--- src/rtl/core/ovns_fifo.sv ---
// Small register queue used between the front and back parts and on the result side.
module ovns_fifo #(
    parameter int W     = 8,
    parameter int DEPTH = 2
) (
    input  logic                         clk,
    input  logic                         rst_n,
    input  logic                         push,
    output logic                         full,
    input  logic [W-1:0]                 wdata,
    input  logic                         pop,
    output logic                         empty,
    output logic [W-1:0]                 rdata,
    output logic [$clog2(DEPTH+1)-1:0]   count
);
    localparam int PW = (DEPTH > 1) ? $clog2(DEPTH) : 1;
    localparam int CW = $clog2(DEPTH+1);

    logic [W-1:0]  mem_reg [DEPTH];
    logic [PW-1:0] wr_ptr_reg;
    logic [PW-1:0] wr_ptr_next;
    logic [PW-1:0] rd_ptr_reg;
    logic [PW-1:0] rd_ptr_next;
    logic [CW-1:0] count_reg;
    logic [CW-1:0] count_next;
    logic          do_push;
    logic          do_pop;

    assign full    = (count_reg == CW'(DEPTH));
    assign empty   = (count_reg == '0);
    assign count   = count_reg;
    assign rdata   = mem_reg[rd_ptr_reg];
    assign do_push = push && !full;
    assign do_pop  = pop && !empty;

    always_comb
    begin
        wr_ptr_next = wr_ptr_reg;
        rd_ptr_next = rd_ptr_reg;
        count_next  = count_reg;
        if (do_push)
        begin
            wr_ptr_next = (wr_ptr_reg == PW'(DEPTH-1)) ? '0 : wr_ptr_reg + 1'b1;
        end
        if (do_pop)
        begin
            rd_ptr_next = (rd_ptr_reg == PW'(DEPTH-1)) ? '0 : rd_ptr_reg + 1'b1;
        end
        if (do_push && !do_pop)
        begin
            count_next = count_reg + 1'b1;
        end
        else if (do_pop && !do_push)
        begin
            count_next = count_reg - 1'b1;
        end
    end

    always_ff @(posedge clk or negedge rst_n)
    begin
        if (!rst_n)
        begin
            wr_ptr_reg <= '0;
            rd_ptr_reg <= '0;
            count_reg  <= '0;
        end
        else
        begin
            wr_ptr_reg <= wr_ptr_next;
            rd_ptr_reg <= rd_ptr_next;
            count_reg  <= count_next;
        end
    end

    always_ff @(posedge clk)
    begin
        if (do_push)
        begin
            mem_reg[wr_ptr_reg] <= wdata;
        end
    end

endmodule

--- config.mk ---
export PLATFORM = sky130hd
export DESIGN_NAME = ovns_fifo
export DESIGN_NICKNAME = d
export VERILOG_FILES = /design/src/rtl/core/ovns_fifo.sv
export SDC_FILE = /design/constraint.sdc
export NUM_CORES = 1
export LEC_CHECK = 0
export ABC_AREA = 1
export BUFFER_PORTS_ARGS = -buffer_cell sky130_fd_sc_hd__buf_2
export CAP_MARGIN = 15
export CORE_MARGIN = 1
export CORE_UTILIZATION = 45
export DETAILED_ROUTE_END_ITERATION = 7
export GPL_TIMING_DRIVEN = 1
export PLACE_DENSITY = 0.71
export SYNTH_ARGS = -nofsm -noshare
export SYNTH_HDL_FRONTEND = slang
export SYNTH_SLANG_ARGS = --single-unit
--- constraint.sdc ---
create_clock -name clk -period 2.75 [get_ports clk]
set_clock_uncertainty 0.15 [all_clocks]
set_input_delay 0.825 -clock clk [delete_from_list [all_inputs] [get_ports clk]]
set_output_delay 0.825 -clock clk [all_outputs]
set_load 0.03 [all_outputs]
==> impl_metrics.ini, run 1 <==
[outcome]
status = complete, no violations

[route]
wire_per_inst_um = 11.7
number_of_drc_violations_after_detailed_routing = 0
dr.max_layer_used = met4
routed_wirelength_um = 1450
antenna_left = 0
detail_route.vias_per_cell = 4.57
firstDrtPassIters = 3
drt_first_iter_violations = 23
wl_met2_um = 757
met3_layer_wire_length_in_the_routed_design_um = 48
met1_length_um = 627
total_number_of_vias = 567

[sta]
clock.fmax_mhz = 435
slew-limit-headroom_pct = 78.3
timing.final.crit_period_ns = 2.30
hold_slack_ns = 0.165
hold_viol_final = 0
finalSetupViolations = 0
setup_tns_ns = 0
timing.final.crit_share_pct = 83.6
worst_pin_slew_ns = 0.325
finalMaxSlewViolations = 0
rsz0062_at_grt = no

[layout]
area_delta_synth_final_pct = 24.7
largest_reg_flops = 16
final_design_utilization_pct = 63.3
nets = 114
fin_cells = 124
fraction_of_layout_cells_with_a_size_suffix_above_1_pct = 31.0
final_cell_area_mm2 = 0.00101
antennaDiodeCount = 0

[cts]
buffer_cell_driving_the_clock_tree_root = sky130_fd_sc_hd__clkbuf_4
clock_sink_count = 20
max-clock-path-buffers = 2
cts_tree = yes
htree_levels = 1
post_cts_hold_buffers = 0
clk_pin_slew_worst_paths_ns = 0.11
worstSkewPairLatency_ns = 0.29
tritoncts.num_buffers = 3
post_cts_setup_repair_bufs = 0
cts-resized-gates = 0

[placed_design]
hpwl_um = 981
placed_cell_area_um2 = 957
dp.cells = 120
finalWeightedCongestion = 0.776
place.port_buffers = 23

[pwr]
power_density_mw_per_mm2 = 1240
power_switching_share_pct = 42.5
p_seq_share_pct = 38.6
internal_power_uw = 718
clock_power_share_pct = 18.9
worst_ir_drop_vdd_mv = 0.836
combinational_group_share_of_total_power_pct = 42.5
p_sw_uw = 530
total_leakage_power_uw = 0.000486

[die]
die_x_um = 44.4
row_cnt = 14
initial_utilization_pct = 50.8
die-area_mm2 = 0.00197
design.portCount = 24
fp.dieH_um = 44.4
core_region_area_mm2 = 0.00159

[critical_path]
cp_max_fo = 10
critical-path-slowest-cell = sky130_fd_sc_hd__dfrtp_1
cp-end-kind = primary output
cp_top_family = flip-flops
critPathMaxStageDelay_ns = 0.51
path_class = flip-flop to primary output
cp_num_buf_inv = 2
cell_repeated_most_along_the_worst_path = sky130_fd_sc_hd__nand2_1
worstSetupStartpointType = flip-flop
worst_ep_arrival_time_ns = 1.32
cp_data_required_time_ns = 1.78
crit_chain = inv_2, nand2_1, nand2_1, buf_2

[synth]
yosys_register_bits = 20
top_post_synthesis_cells_by_area = sky130_fd_sc_hd__edfxtp_1, sky130_fd_sc_hd__nand2_1, sky130_fd_sc_hd__dfrtp_1
synth-adder-area-share_pct = 1.55
dominant_combinational_cell_family_by_area_after_synthesis = simple AND/OR/NAND/NOR gates
synthArstFlopShare_pct = 20.0
synthesis.area_per_instance_um2 = 11.1
synth-compound-area-share_pct = 1.24
yosysSeqAreaShare_pct = 71.7
synthDominantCellAreaShare_pct = 59.4
post_synth_num_cell_types = 14
synthMostInstantiatedCell = sky130_fd_sc_hd__nand2_1
synth_top_area_cell = sky130_fd_sc_hd__edfxtp_1
synth_edf_count = 16
post_synth_inst_count = 73
synth-main-ff-cell = sky130_fd_sc_hd__edfxtp_1
netlist_top_cells_count = sky130_fd_sc_hd__nand2_1, sky130_fd_sc_hd__edfxtp_1, sky130_fd_sc_hd__inv_1
yosys_warnings = 0
synth.mux.area_fraction_pct = 0
mappedNetlistArea_um2 = 810
post_synth_and_or_nand_nor_area_fraction_pct = 20.1
synth_xor_area_share_pct = 1.08
synth_nets = 86

[flow_run]
max_cap_viol_count = 0

[global_route]
global_route_usage_over_all_layers_pct = 17.1
grt_pass1_vias = 512
antenna_found_initial = 0
globalRouteOverflowTotal = 0
global_route_wire_length_before_repair_um = 2300
pin_count_of_the_biggest_net_entering_global_routing = 13

[min_path]
hold_path_class = primary input to asynchronous set/reset pin
## final timing paths
path / from / to / slack [ns] / cells past startpoint
worst min-delay path: rst_n / count[0] / 0.16 / 1
worst max register to register: count[0] / count[1] / 1.09 / 6
min in group clk: wr_ptr_reg / wr_ptr_reg / 0.35 / 2
max in group asynchronous: rst_n / rd_ptr_reg / 2.16 / 1
worst max-delay path: rd_ptr_reg / rdata[2] / 0.45 / 4
worst min register to register: wr_ptr_reg / wr_ptr_reg / 0.35 / 2
## area by class of cell
type / instances / area, um2
Sequential cell: 20 / 581
Multi-Input combinational cell: 44 / 194
Clock inverter: 1 / 30.0
Clock buffer: 3 / 22.5
Inverter: 8 / 30.0
Tap cell: 24 / 30.0
Fill cell: 129 / 584
Timing Repair Buffer: 24 / 123
## stage by stage
step / setup slack (ns) / power, uW
3_5_place_dp: 0.777 / 1010
2_1_floorplan: 0.749 / 862
3_3_place_gp: 0.800 / 999
6_report: 0.451 / 1250
5_1_grt: 0.368 / 1320
4_1_cts: 0.436 / 1260
## placed cells by master (no fill, tap or decap)
master,netlist,routed
sky130_fd_sc_hd__nand2_1,33,33
sky130_fd_sc_hd__buf_2,1,23
sky130_fd_sc_hd__edfxtp_1,16,16
sky130_fd_sc_hd__inv_1,7,7
sky130_fd_sc_hd__dfrtp_1,4,4
sky130_fd_sc_hd__clkbuf_4,0,3
sky130_fd_sc_hd__nor2_1,2,2
sky130_fd_sc_hd__nor2_2,2,2
sky130_fd_sc_hd__o21ai_0,2,2
sky130_fd_sc_hd__inv_2,1,1
sky130_fd_sc_hd__xnor2_1,1,1
sky130_fd_sc_hd__nand3b_1,1,1
sky130_fd_sc_hd__nand3_1,1,1
sky130_fd_sc_hd__nand4_1,1,1
sky130_fd_sc_hd__ha_1,1,1
sky130_fd_sc_hd__bufinv_16,0,1
sky130_fd_sc_hd__buf_4,0,1
## worst register-to-register path: cells and delay by family, from the launching register on
family	cells	cell delay [ns]
AO/OA/AOI/OAI	1	0.31
adder cells (fa/ha/maj)	1	0.31
buffers and inverters	1	0.09
flip-flops	1	0.48
AND/OR/NAND/NOR	3	0.22
## cells by family (layout without fill, tap and decap cells)
family	count (synthesis)	after routing
AOI/OAI and AO/OA	2	2
xor gates and xnor gates	1	1
adders and majority gates	1	1
buffers and inverters	9	36
DFF	20	20
and+or+nand+nor	40	40
## metal layers
metal,global-route usage [%],vias up
li1,-,287
met1,21.9,262
met2,28.2,16
met3,3.67,2
met4,7.27,0
met5,0,-
## power groups by stage
| stage | registers, uW | clock network (uW) | logic (uW) |
|---|---|---|---|
| final | 481 | 236 | 530 |
| after global routing | 492 | 251 | 577 |
| after detailed placement | 488 | 0 | 525 |
| after global placement | 484 | 0 | 514 |
| after floorplan | 491 | 0 | 372 |
| after CTS | 483 | 238 | 536 |
No activity file was read; power rests on OpenSTA's default activity.
==> inputs of run 2 (changes only) <==
--- a/config.mk
+++ b/config.mk
@@ -5,7 +5,7 @@
 export SDC_FILE = /design/constraint.sdc
 export NUM_CORES = 1
 export LEC_CHECK = 0
-export ABC_AREA = 1
+export ABC_AREA = 0
 export BUFFER_PORTS_ARGS = -buffer_cell sky130_fd_sc_hd__buf_2
 export CAP_MARGIN = 15
 export CORE_MARGIN = 1
==> constraint.sdc (replaced) <==
create_clock -name clk -period 2.2 [get_ports clk]
set_clock_uncertainty 0.15 [all_clocks]
set_input_delay 0.66 -clock clk [delete_from_list [all_inputs] [get_ports clk]]
set_output_delay 0.66 -clock clk [all_outputs]
set_load 0.03 [all_outputs]
==> run 2 against run 1 <==
  * The run now ends with design-rule violations left
  * Largest cell class unchanged
  * Via count decreased by 22%
  * Critical path type unchanged
  * Clock power decreased by 29%
  * Cell count shrank 28%
  * Highest routed layer unchanged
==> impl_metrics.ini, run 2 <==
[outcome]
status = finished, violations left
violations = design-rule violations

[layout]
antennaDiodeCount = 0
fin_cells = 89
final_cell_mix = sky130_fd_sc_hd__buf_2, sky130_fd_sc_hd__edfxtp_1, sky130_fd_sc_hd__mux2_1
fraction_of_layout_cells_with_a_size_suffix_above_1_pct = 45.2
final_cell_area_um2 = 965
fillCellCount = 130
final_design_utilization_pct = 61.9
nets = 87
layout_commonest_cell = sky130_fd_sc_hd__buf_2
area_delta_synth_final_pct = 23.4
largest_reg_flops = 16

[cts]
post_cts_setup_repair_bufs = 0
htree_levels = 1
worstSkewPairLatency_ns = 0.29
cts_tree = yes
max-clock-path-buffers = 2
buffer_cell_driving_the_clock_tree_root = sky130_fd_sc_hd__clkbuf_4
clk_pin_slew_worst_paths_ns = 0.10
clock_sink_count = 20
tritoncts.num_buffers = 3

[critical_path]
cp_max_fo = 9
critical-path-slowest-cell = sky130_fd_sc_hd__dfrtp_2
worstSetupStartpointType = flip-flop
cp_top_family = flip-flops
path_class = flip-flop to primary output
crit_chain = mux2_2, buf_2
critPathMaxStageDelay_ns = 0.50
cp_data_required_time_ns = 1.39
cp_num_buf_inv = 1
cp-end-kind = primary output
worst_ep_arrival_time_ns = 1.32

[global_route]
global_route_wire_length_before_repair_um = 1880
grt_busiest_layer = met2
grt.met1_usage_pct = 17.7
global_route_usage_over_all_layers_pct = 14.5
antenna_found_initial = 0
globalRouteOverflowTotal = 0
grt_pass1_vias = 445
pin_count_of_the_biggest_net_entering_global_routing = 12
global_route.usage.met3_pct = 2.92
grt_use_met2_pct = 22.4

[min_path]
hold_path_class = flip-flop to flip-flop

[pwr]
p_seq_share_pct = 45.0
clock_power_share_pct = 12.2
power_switching_share_pct = 40.2
total_leakage_power_uw = 0.000411
combinational_group_share_of_total_power_pct = 42.8
power_density_mw_per_mm2 = 1420
p_sw_uw = 553
internal_power_uw = 821
worst_ir_drop_vdd_mv = 0.836

[synth]
top_post_synthesis_cells_by_area = sky130_fd_sc_hd__edfxtp_1, sky130_fd_sc_hd__dfrtp_1, sky130_fd_sc_hd__mux2_1
synth-main-ff-cell = sky130_fd_sc_hd__edfxtp_1
post_synth_inst_count = 44
yosys_warnings = 0
post_synth_num_cell_types = 15
netlist_top_cells_count = sky130_fd_sc_hd__edfxtp_1, sky130_fd_sc_hd__mux2_1, sky130_fd_sc_hd__dfrtp_1
synthMostInstantiatedCell = sky130_fd_sc_hd__edfxtp_1
synthesis.area_per_instance_um2 = 17.8
synthDominantCellAreaShare_pct = 61.4
synth_nets = 57
synthArstFlopShare_pct = 20.0
synth_edf_count = 16
mappedNetlistArea_um2 = 782
yosysSeqAreaShare_pct = 74.2
synth_top_area_cell = sky130_fd_sc_hd__edfxtp_1
yosys_register_bits = 20

[sta]
rsz0062_at_grt = yes
timing.final.crit_period_ns = 2.13
hold_slack_ns = 0.387
clock.fmax_mhz = 469
timing.final.crit_share_pct = 97.0
hold_viol_final = 0
setup_tns_ns = 0
finalSetupViolations = 0
worst_pin_slew_ns = 0.397
slew-limit-headroom_pct = 73.5
finalMaxSlewViolations = 0

[placed_design]
finalWeightedCongestion = 0.592
dp.cells = 84
place.port_buffers = 23
placed_cell_area_um2 = 927
hpwl_um = 804

[route]
detail_route.vias_per_cell = 4.96
wire_per_inst_um = 12.8
number_of_drc_violations_after_detailed_routing = 1
antenna_left = 0
total_number_of_vias = 441
routed_wirelength_um = 1140
drt_first_iter_violations = 6
firstDrtPassIters = 6

[die]
design.portCount = 24
initial_utilization_pct = 50.2
die-area_mm2 = 0.00191
row_cnt = 14
fp.dieH_um = 43.7
die_x_um = 43.7
core_region_area_mm2 = 0.00156

[flow_run]
max_cap_viol_count = 0
## run 2: cell families after synthesis
logic type	after synthesis	share of synthesized area, %
muxes	8	11.5
DFF	20	74.2
AOI/OAI and AO/OA	1	0.639
xor gates and xnor gates	5	6.56
adders and majority gates	1	1.60
buffers and inverters	3	1.60
and+or+nand+nor	6	3.84
## run 2: area by class of cell
type                    count  area, um2  area share [%]
well taps                  16       20.0            2.08
multi-input cells          21        189            19.6
flip-flops and latches     20        582            60.3
clock inverters             1       3.75           0.389
inverters                   2       7.51           0.778
repair buffers             26        140            14.5
clock buffers               3       22.5            2.33
## run 2: metrics by stage
stage / power, uW / setup WS [ns]
6_report: 1370 / 0.0664
5_1_grt: 1460 / -0.0140
4_1_cts: 1390 / 0.0484
3_5_place_dp: 1220 / 0.273
3_3_place_gp: 1210 / 0.278
2_1_floorplan: 1050 / 0.403
## run 2: path summary, 6_finish.rpt
kind / from / endpoint / slack [ns] / cells past startpoint
max in group asynchronous: rst_n / rd_ptr_reg / 1.23 / 2
min in group asynchronous: rst_n / wr_ptr_reg / 0.54 / 2
setup reg to reg: count[0] / count[1] / 0.55 / 7
hold / removal: wr_ptr_reg / wr_ptr_reg / 0.39 / 1
hold reg to reg: wr_ptr_reg / wr_ptr_reg / 0.39 / 1
setup / recovery: rd_ptr_reg / rdata[7] / 0.07 / 2
## run 2: power groups by stage
stage | registers, uW | logic (uW) | clock network, uW
floorplan | 620 | 430 | 0
global placement | 621 | 585 | 0
detailed placement | 628 | 590 | 0
CTS | 621 | 596 | 174
global route | 639 | 629 | 189
finish | 618 | 588 | 167
## run 2: repair_timing
action                     CTS  global route
hold endpoints to repair     3             0
resized for setup            1             0
hold buffers                 1             0
gates cloned                 0             0
setup endpoints to repair    8             1
## run 2: metal layers
layer  share of wire (%)  vias up  wire length, um
met3                 5.7        5               65
met5                   0        -                0
li1                    -      217                -
met1                  46      198              517
met4                 2.7        0               31
met2                  46       21              520
