===== config.mk =====
export PLATFORM = sky130hd
export DESIGN_NAME = ovns_front
export DESIGN_NICKNAME = d
export VERILOG_FILES = /design/src/rtl/core/ovns_pkg.sv /design/src/rtl/core/ovns_front.sv
export SDC_FILE = /design/constraint.sdc
export NUM_CORES = 1
export LEC_CHECK = 0
export ABC_AREA = 1
export BUFFER_PORTS_ARGS = -buffer_cell sky130_fd_sc_hd__buf_2
export CORE_AREA = 2 2 146 148
export DETAILED_ROUTE_END_ITERATION = 10
export DIE_AREA = 0 0 148 150
export PLACE_DENSITY = 0.48
export SETUP_SLACK_MARGIN = 0.5
export SLEW_MARGIN = 20
export SYNTH_ARGS = -nofsm -noshare
export SYNTH_HDL_FRONTEND = slang
export SYNTH_SLANG_ARGS = --single-unit

===== constraint.sdc =====
create_clock -name vclk -period 0.9
set_input_delay 0.045 -clock vclk [all_inputs]
set_output_delay 0.045 -clock vclk [all_outputs]
set_load 0.005 [all_outputs]

===== src/rtl/core/ovns_pkg.sv =====
// Shared types, constants and arithmetic helpers for the octave value noise sampler.
package ovns_pkg;

    localparam int ADDR_W      = 10;
    localparam int VALUE_W     = 16;
    localparam int COORD_W     = 16;
    localparam int OUT_W       = 18;
    localparam int CFG_W       = 3;
    localparam int MEM_CAP     = 1024;
    localparam int MID_DEPTH   = 2;
    localparam int OUT_DEPTH   = 8;
    localparam logic [OUT_W-1:0] OUT_MAX = 18'h3FFFF;
    localparam logic [CFG_W-1:0] OCTAVES_RESET = 3'd4;

    typedef enum logic [0:0] {
        CMD_WRITE  = 1'b0,
        CMD_SAMPLE = 1'b1
    } cmd_t;

    typedef struct packed {
        cmd_t                cmd;
        logic [1:0]          octave_sel;
        logic [ADDR_W-1:0]   entry_addr;
        logic [VALUE_W-1:0]  entry_value;
    } item_t;

    typedef struct packed {
        logic [ADDR_W-1:0]  idx00;
        logic [ADDR_W-1:0]  idx01;
        logic [ADDR_W-1:0]  idx10;
        logic [ADDR_W-1:0]  idx11;
        logic [15:0]        xr;
        logic [15:0]        yr;
    } geom_t;

    // Fade entry sin^2(pi*i/2^(fbits+1)) in Q0.16 from a Q30 Taylor series.
    function automatic logic [16:0] fade_value(int unsigned idx, int unsigned fbits);
        logic [63:0] t;
        logic [63:0] t2;
        logic [63:0] term;
        logic [63:0] s;
        logic [63:0] q;
        t    = (64'd1686629713 * 64'(idx)) >> fbits;
        t2   = (t * t) >> 30;
        term = t;
        s    = t;
        term = ((term * t2) >> 30) / 64'd6;
        s    = s - term;
        term = ((term * t2) >> 30) / 64'd20;
        s    = s + term;
        term = ((term * t2) >> 30) / 64'd42;
        s    = s - term;
        term = ((term * t2) >> 30) / 64'd72;
        s    = s + term;
        term = ((term * t2) >> 30) / 64'd110;
        s    = s - term;
        term = ((term * t2) >> 30) / 64'd156;
        s    = s + term;
        term = ((term * t2) >> 30) / 64'd210;
        s    = s - term;
        q    = (s * s + (64'd1 << 43)) >> 44;
        return q[16:0];
    endfunction

    function automatic logic [15:0] interp(logic [15:0] a, logic [15:0] b, logic [16:0] f);
        logic [33:0] s;
        s = 34'(18'h10000 - 18'(f)) * 34'(a) + 34'(f) * 34'(b);
        return s[31:16];
    endfunction

    function automatic logic [15:0] octave_mix(logic [15:0] iy0, logic [15:0] iy1,
                                               logic [15:0] ix0, logic [15:0] ix1,
                                               logic [15:0] xr, logic [15:0] yr);
        logic [34:0] s;
        s = 35'(18'h10000 - 18'(xr)) * 35'(iy0) + 35'(xr) * 35'(iy1)
          + 35'(18'h10000 - 18'(yr)) * 35'(ix0) + 35'(yr) * 35'(ix1);
        return s[32:17];
    endfunction

endpackage


===== src/rtl/core/ovns_front.sv =====
// Front part: classifies a word and works out each octave's cell corners and fractions.
module ovns_front #(
    parameter int BASE_DIM    = 4,
    parameter int MAX_OCTAVES = 4,
    parameter int COORD_BITS  = 16
) (
    input  logic [0:0]                                cmd,
    input  logic [1:0]                                octave_sel,
    input  logic [ovns_pkg::ADDR_W-1:0]               entry_addr,
    input  logic [ovns_pkg::VALUE_W-1:0]              entry_value,
    input  logic [ovns_pkg::COORD_W-1:0]              coord_x,
    input  logic [ovns_pkg::COORD_W-1:0]              coord_y,
    output ovns_pkg::item_t                           item,
    output ovns_pkg::geom_t [MAX_OCTAVES-1:0]         geom
);
    import ovns_pkg::*;

    logic [COORD_BITS-1:0] xc;
    logic [COORD_BITS-1:0] yc;

    assign xc = COORD_BITS'(coord_x);
    assign yc = COORD_BITS'(coord_y);

    assign item.cmd         = cmd_t'(cmd);
    assign item.octave_sel  = octave_sel;
    assign item.entry_addr  = entry_addr;
    assign item.entry_value = entry_value;

    for (genvar k = 0; k < MAX_OCTAVES; k++)
    begin : g_oct
        localparam int SIDE = BASE_DIM << k;
        localparam int SXW  = (SIDE > 1) ? $clog2(SIDE) : 1;
        localparam int PW   = COORD_BITS + SXW;

        logic [PW-1:0]          px;
        logic [PW-1:0]          py;
        logic [SXW-1:0]         x0;
        logic [SXW-1:0]         y0;
        logic [SXW-1:0]         x1;
        logic [SXW-1:0]         y1;
        logic [COORD_BITS+15:0] fx_ext;
        logic [COORD_BITS+15:0] fy_ext;
        logic [31:0]            i00;
        logic [31:0]            i01;
        logic [31:0]            i10;
        logic [31:0]            i11;

        always_comb
        begin
            px = PW'(xc) * PW'(SIDE);
            py = PW'(yc) * PW'(SIDE);
            x0 = px[PW-1:COORD_BITS];
            y0 = py[PW-1:COORD_BITS];
            if (32'(x0) > SIDE - 1)
            begin
                x0 = SXW'(SIDE - 1);
            end
            if (32'(y0) > SIDE - 1)
            begin
                y0 = SXW'(SIDE - 1);
            end
            x1 = (32'(x0) == SIDE - 1) ? x0 : x0 + 1'b1;
            y1 = (32'(y0) == SIDE - 1) ? y0 : y0 + 1'b1;
            fx_ext = {px[COORD_BITS-1:0], 16'b0};
            fy_ext = {py[COORD_BITS-1:0], 16'b0};
            i00 = 32'(x0) * 32'(SIDE) + 32'(y0);
            i01 = 32'(x0) * 32'(SIDE) + 32'(y1);
            i10 = 32'(x1) * 32'(SIDE) + 32'(y0);
            i11 = 32'(x1) * 32'(SIDE) + 32'(y1);
        end

        assign geom[k].idx00 = i00[ADDR_W-1:0];
        assign geom[k].idx01 = i01[ADDR_W-1:0];
        assign geom[k].idx10 = i10[ADDR_W-1:0];
        assign geom[k].idx11 = i11[ADDR_W-1:0];
        assign geom[k].xr    = fx_ext[COORD_BITS +: 16];
        assign geom[k].yr    = fy_ext[COORD_BITS +: 16];
    end

endmodule


==> results.toml, run 1 <==
[timing]
tns_ns = 0
slew_violations = 0
fin_crit_sh = 0.9610
layout_min_cycle_time_ns = 0.8649
rsz0062_at_grt = "yes"
max_freq_mhz = 1156
finalHoldViolations = 0
final-setup-viol-count = 0
holdWs_ns = 0.09000

[floorplan]
fp.dieH_um = 150
initial_core_util = 0.1295
io_pins = 378
rows = 53
die-area_um2 = 22200
die_w_um = 148
design.core.area_um2 = 20690

[cells_and_area]
design.seq.count = 0
seqCellArea_um2 = 0
post-route-util = 0.1578
multi_input_area_um2 = 1065
nets = 420
fillers = 2312
layout.cells.non_filler = 625
area.growth.synth_to_final_pct = 21.85
diodes = 0
drive_gt1_frac = 0.7143
nClkBuffers = 0

[route]
first_pass_iters = 2
wl_per_cell_um = 9.293
antenna_left = 0
drtIter0Drc = 16
drcViolationCount = 0
vias = 1663
viasPerCell = 2.661
finalWirelength_mm = 5.808

[setup_path]
critical_path_class = "in -> out"
cp.arrival_ns = 0.82
critPathBufInv = 4
critPathCaptureType = "primary output"
cp_cell_sequence = "buf_12, buf_12, ha_4, nand2_2, inv_2, nand3_1, nand2_2, buf_2"
crit_family = "buffers and inverters"
crit_path_max_incr_delay_ns = 0.17
cp.required_ns = 0.85
worst_path_max_delay_cell = "ha_4"
setup.worst_path.start_class = "input port"
crit_path_max_fanout = 4

[placement]
gp_congestion = 0.7068
dp_cells = 607
dp_hpwl_mm = 4.699
port_buffers = 134

[global_routing]
grt_max_degree = 11
antenna_found_initial = 0
grt_first_pass_wirelength_mm = 7.410
overflow = 0
track_usage = 0.04079
grt_pass1_vias = 1291

[pwr]
peakVddDrop_mv = 0.2067
cellLeakagePower_nw = 1.592
p_per_area_nw_per_um2 = 467.8

[yosys]
synth_most_common_cell = "buf_4"
yosysTopAreaCellShare = 0.8095
ys_seq_area_frac = 0
synth_top_area_cell = "buf_4"
avgSynthCellArea_um2 = 6.907
yosys_warnings = 0
synth_cell_type_count = 18
syn_area_um2 = 2680
synthTopCellsByArea = "buf_4 81%, nand2_1 5.7%, ha_1 3.3%"
synthesis.instances = 388
synth_common_cells = "289 x buf_4, 41 x nand2_1, 16 x inv_1, 8 x nand3_1, 7 x ha_1"

[flow_run]
drv_cap = 0

[worst_hold_path]
hp-class = "in -> out"

[status]
status = "complete, no violations"
==> through the flow <==
stage                     power [W]  worst slack [ns]  instance area [um2]
after floorplan            0.001436            0.2309                 3231
after global placement    0.0009933          -0.07996                 2236
after detailed placement  0.0009937          -0.08535                 2236
after CTS                  0.001354           0.02712                 2928
after global routing       0.001658         -0.005202                 3266
final                      0.001528           0.03514                 3266
==> power by group <==
| part | switching (W) | total (W) | internal [W] |
|---|---|---|---|
| Sequential | 0 | 0 | 0 |
| Clock | 0 | 0 | 0 |
| Combinational | 0.000669 | 0.00153 | 0.000858 |
| Total | 0.000669 | 0.00153 | 0.000858 |
==> what timing repair did <==
item | 4_1_cts | 5_1_grt
setup endpoints to repair | 124 | 122
gates resized for setup | 136 | 57
pin swaps | 21 | 16
buffers inserted | 10 | 8
hold buffers | 0 | 0
==> layer usage <==
metal  GRT usage  vias to the layer above  routed length [um]
met5           0                        -                   0
met4     0.03333                        0                 420
met3     0.01768                       50                 892
met2     0.07014                      173                2890
met1     0.03760                      697                1604
li1            -                      743                   -
==> layout make-up <==
type	instances	share of cell area
tap	275	0.1054
timing repair buffer	177	0.5398
multi-input combinational	156	0.3261
inverter	17	0.02874
==> cell usage in the layout, fill, tap and decap left out, types with 3 or more instances in the layout <==
| master | instances |
|---|---|
| buf_12 | 10 |
| conb_1 | 76 |
| nand2_2 | 23 |
| nor2_4 | 5 |
| buf_2 | 52 |
| buf_8 | 12 |
| nand2_1 | 14 |
| nand3_2 | 4 |
| o21ai_2 | 5 |
| nand3_1 | 3 |
| inv_1 | 5 |
| nand3_4 | 4 |
| buf_6 | 93 |
| inv_2 | 4 |
| buf_4 | 10 |
| inv_4 | 3 |
| ha_4 | 7 |
| nand2_4 | 4 |
==> path summary, 6_finish.rpt <==
path,slack [ns],start,cells past startpoint,to
max,0.04,coord_y[13],8,geom[271]
min,0.09,entry_value[15],0,item[15]
==> logic make-up after synthesis <==
group,after synthesis,share of synthesized area
xor gates and xnor gates,2,0.006537
buffers and inverters,307,0.8357
adders and majority gates,7,0.03268
and+or+nand+nor,62,0.1069
other,1,0.001399
AOI/OAI and AO/OA,9,0.01681
Power figures use the tool's default switching activity.
==> run 2: changes to the inputs <==
CORE_AREA = 2 2 148 150   (was 2 2 146 148)
DIE_AREA = 0 0 150 152   (was 0 0 148 150)
PLACE_DENSITY = 0.47   (was 0.48)
SETUP_SLACK_MARGIN = unset   (was 0.5)
clock period = 1 ns   (was 0.9 ns; I/O delays follow)
==> run 2 against run 1 <==
  * Via count fell by 8.7%
  * Non-clock buffer count fell by 22
  * Sequential cell count did not move
  * Core utilization fell by 6.0 points
  * Worst hold slack improved by 0.010 ns
  * Combinational power fell by 46%
  * Critical path depth fell by 1
  * Global-route usage fell by 0.23 points
  * Critical path type unchanged
  * Critical endpoint is now geom[253]
  * Largest power group unchanged
  * Highest routed layer unchanged
==> results.toml, run 2 (synthesis gave the netlist of run 1 again) <==
[timing]
max_freq_mhz = 1080
finalHoldViolations = 0
fin_crit_sh = 0.9263
layout_min_cycle_time_ns = 0.9263
final-setup-viol-count = 0
slew_violations = 0
tns_ns = 0
fin_ws_ns = 0.07373

[placement]
dp_hpwl_mm = 4.884
dpl_worst_slack_ns = -0.1635
port_buffers = 134
gp_congestion = 0.7499
dpl_cell_area_um2 = 1966

[route]
antenna_left = 0
finalWirelength_mm = 5.443
first_pass_iters = 4
wl_per_cell_um = 8.952
viasPerCell = 2.498
drcViolationCount = 0
vias = 1519
drtIter0Drc = 23

[cells_and_area]
seqCellArea_um2 = 0
nets = 398
final_cell_area_um2 = 2088
drive_gt1_frac = 0.5335
layout_common_cells = "131 x buf_2, 76 x conb_1, 39 x nand2_1"
nClkBuffers = 0
diodes = 0
area.growth.synth_to_final_pct = -22.08
layout_commonest_cell = "buf_2"
design.seq.count = 0

[global_routing]
grt_pass1_vias = 1149
track_usage = 0.03849
overflow = 0
grt_first_pass_wirelength_mm = 6.962
grt_max_degree = 12
antenna_found_initial = 0

[setup_path]
setup.worst_path.start_class = "input port"
cp.arrival_ns = 0.88
critPathCaptureType = "primary output"
cp_cell_sequence = "buf_4, ha_4, nand3_4, nand2_1, inv_1, nor2_2, buf_2"
critical_path_class = "in -> out"
worst_path_max_delay_cell = "ha_4"
crit_family = "buffers and inverters"
crit_path_max_incr_delay_ns = 0.16
crit_path_max_fanout = 8
critPathBufInv = 3
cp.required_ns = 0.95

[floorplan]
rows = 54
io_pins = 378
design.core.area_um2 = 21350
die_w_um = 150
die-area_um2 = 22800
initial_core_util = 0.1255
fp.dieH_um = 152

[pwr]
p_sw_w = 0.0004588
power_frac_clock = 0
intPower_w = 0.0003691
swShare = 0.5542
p_seq_frac = 0
peakVddDrop_mv = 0.06691
comb_power_share = 1.000
p_per_area_nw_per_um2 = 396.5
cellLeakagePower_nw = 1.191

[status]
status = "complete, no violations"

[flow_run]
drv_cap = 0

[cts]
cts_setup_buffers = 0
ctsHoldBuffers = 0

[worst_hold_path]
hp-class = "in -> out"
## run 2: cell types whose count changed in the layout (fill, tap and decap cells not counted), moves of 5 or more
| cell | change |
|---|---|
| nor2_4 | -5 |
| buf_2 | +79 |
| nor2_1 | +5 |
| nand2_1 | +25 |
| nand2_2 | -20 |
| o21ai_1 | +5 |
| buf_12 | -10 |
| buf_6 | -93 |
| buf_4 | +12 |
| buf_8 | -12 |
| inv_1 | +11 |
## run 2: power by group through the flow
| stage | logic [W] | registers, W | clock network, W |
|---|---|---|---|
| after floorplan | 0.00119 | 0 | 0 |
| after global placement | 0.000783 | 0 | 0 |
| after detailed placement | 0.000783 | 0 | 0 |
| after CTS | 0.000794 | 0 | 0 |
| after global routing | 0.000944 | 0 | 0 |
| final | 0.000828 | 0 | 0 |
## run 2: per-layer routing
metal  part of all wire  vias to the layer above  global-route usage
met2               0.43                      176             0.06088
met3               0.17                       49             0.01592
li1                   -                      693                   -
met5                  0                        -                   0
met4              0.085                        0             0.03324
met1               0.32                      601             0.03877
## run 2: timing repair
action | 4_1_cts | 5_1_grt
pin swaps | 0 | 1
gates resized for setup | 7 | 22
endpoints found under the setup margin | 9 | 34
## run 2: layout make-up
class,instances,area [um2]
fillers,2523,19260
multi-input cells,156,837.1
repair buffers,155,835.8
well taps,280,350.3
inverters,17,65.06
## run 2: final timing paths
path                       startpoint   endpoint  slack (ns)  cells past startpoint
worst max-delay path      coord_x[13]  geom[253]        0.07                      7
worst min-delay path  entry_value[14]   item[14]        0.10                      0
## run 2: per-stage QoR
stage                        util   power, W  std cells  hold WS, ns
after floorplan                 -   0.001192        463       0.1668
after global placement    0.09207  0.0007826        608       0.1000
after detailed placement  0.09207  0.0007834        608       0.1000
after CTS                 0.09294  0.0007935        608       0.1000
after global routing      0.09781  0.0009441        608       0.1000
final                     0.09781  0.0008279        608       0.1000
==> run 3: changes to the inputs <==
CORE_AREA = 2 2 149 151   (was 2 2 148 150)
DIE_AREA = 0 0 151 153   (was 0 0 150 152)
PLACE_DENSITY = 0.48   (was 0.47)
clock period = 0.81 ns   (was 1 ns; I/O delays follow)
==> run 3 against run 2 <==
  * The flow now finishes with violations (negative setup slack)
  * Critical path type unchanged
  * Largest power group unchanged
  * Critical path depth unchanged
  * Worst setup slack worse by 0.14 ns
  * Worst hold slack worse by 0.019 ns
  * Core utilization up 1.3 points
  * Final area up 14%
  * Sequential cell count unchanged
  * Sequential share of layout area unchanged
  * Via count up 4.8%
  * Combinational power up 43%
  * Die area up 1.3%
  * Wire length up 14%
==> results.toml, run 3 (synthesis gave the netlist of run 1 again) <==
[worst_hold_path]
whs_endpoint = "item[11]"
hold_depth = 0
hp-start = "entry_value[11]"
hp-class = "in -> out"

[placement]
dp_hpwl_mm = 5.406
gp_congestion = 0.7562
dpl_cell_area_um2 = 1996
dpl_worst_slack_ns = -0.2560
port_buffers = 134
dp_cells = 612

[timing]
fin_ws_ns = -0.06340
holdWs_ns = 0.08100
fin_crit_sh = 1.078
final-setup-viol-count = 15
max_freq_mhz = 1145
slew_violations = 0
layout_min_cycle_time_ns = 0.8734
finalHoldViolations = 0
rsz0062_at_grt = "yes"

[setup_path]
critPathCaptureType = "primary output"
critical_path_class = "in -> out"
crit_path_max_fanout = 7
cp.required_ns = 0.77
setup.worst_path.start_class = "input port"
cp.arrival_ns = 0.83

[route]
first_pass_iters = 4
finalWirelength_mm = 6.179
wl_per_cell_um = 10.08
viasPerCell = 2.597
drcViolationCount = 0
drtIter0Drc = 27
antenna_left = 0
vias = 1592

[global_routing]
antenna_found_initial = 0
grt_max_degree = 14
track_usage = 0.04367
overflow = 0
grt_pass1_vias = 1200
grt_first_pass_wirelength_mm = 7.803

[cells_and_area]
layout_commonest_cell = "buf_2"
post-route-util = 0.1109
fillers = 2545
layout_common_cells = "120 x buf_2, 76 x conb_1, 25 x buf_4"
design.seq.count = 0
layout.cells.non_filler = 613
diodes = 0
nClkBuffers = 0
area.growth.synth_to_final_pct = -11.06
drive_gt1_frac = 0.6396
multi_input_area_um2 = 974.7
seqCellArea_um2 = 0
nets = 403
final_cell_area_um2 = 2384

[floorplan]
design.core.area_um2 = 21490
die-area_um2 = 23100
io_pins = 378
initial_core_util = 0.1247
fp.dieH_um = 153
die_w_um = 151
rows = 54

[status]
status = "finished with violations"
violations = "negative setup slack"

[cts]
ctsHoldBuffers = 0

[pwr]
cellLeakagePower_nw = 1.288
peakVddDrop_mv = 0.2123
p_per_area_nw_per_um2 = 496.1

[flow_run]
drv_cap = 0
## run 3: worst max-delay path, cell delays in order
cell and delay, ns:
buf_8 0.09, ha_4 0.17, nand3_4 0.17, nand2_2 0.10
nand2_2 0.05, nand2_2 0.09, buf_2 0.12
## run 3: cell type report
class              count  share of cell area
inverters             17             0.02992
repair buffers       160              0.4142
multi-input cells    156              0.4089
well taps            280              0.1470
## run 3: worst max path at each step
stage,slack (ns),cells after the start,from,to
5_1_grt,-0.12,9,coord_x[13],geom[266]
3_3_place_gp,-0.22,7,coord_x[13],geom[253]
4_1_cts,-0.05,9,coord_x[13],geom[256]
6_report,-0.06,7,coord_y[13],geom[271]
3_5_place_dp,-0.26,7,coord_x[13],geom[253]
2_1_floorplan,0.004,4,coord_y[13],geom[124]
## run 3: metrics by stage
stage,TNS [ns],total power (W)
floorplan,0,0.001473
global placement,-6.765,0.0009662
detailed placement,-7.489,0.0009655
CTS,-0.3300,0.001095
global route,-1.507,0.001332
finish,-0.5216,0.001182
## run 3: power by group
part | switching (W) | total [W] | leakage [nW] | internal [W]
sequential | 0 | 0 | 0 | 0
clock | 0 | 0 | 0 | 0
combinational | 0.000622 | 0.00118 | 1.29 | 0.000561
total | 0.000622 | 0.00118 | 1.29 | 0.000561
## run 3: routing by layer
layer	GRT usage	share of wire	vias to the layer above
met5	0	0	-
met3	0.02746	0.19	53
met1	0.04371	0.32	654
li1	-	-	707
met2	0.06623	0.42	178
met4	0.03026	0.073	0
## run 3: what timing repair did
| action | in CTS | in global routing |
|---|---|---|
| setup buffers | 1 | 1 |
| pin swaps | 17 | 18 |
| setup endpoints to repair | 49 | 44 |
| resized for setup | 59 | 39 |
| cloned | 0 | 0 |
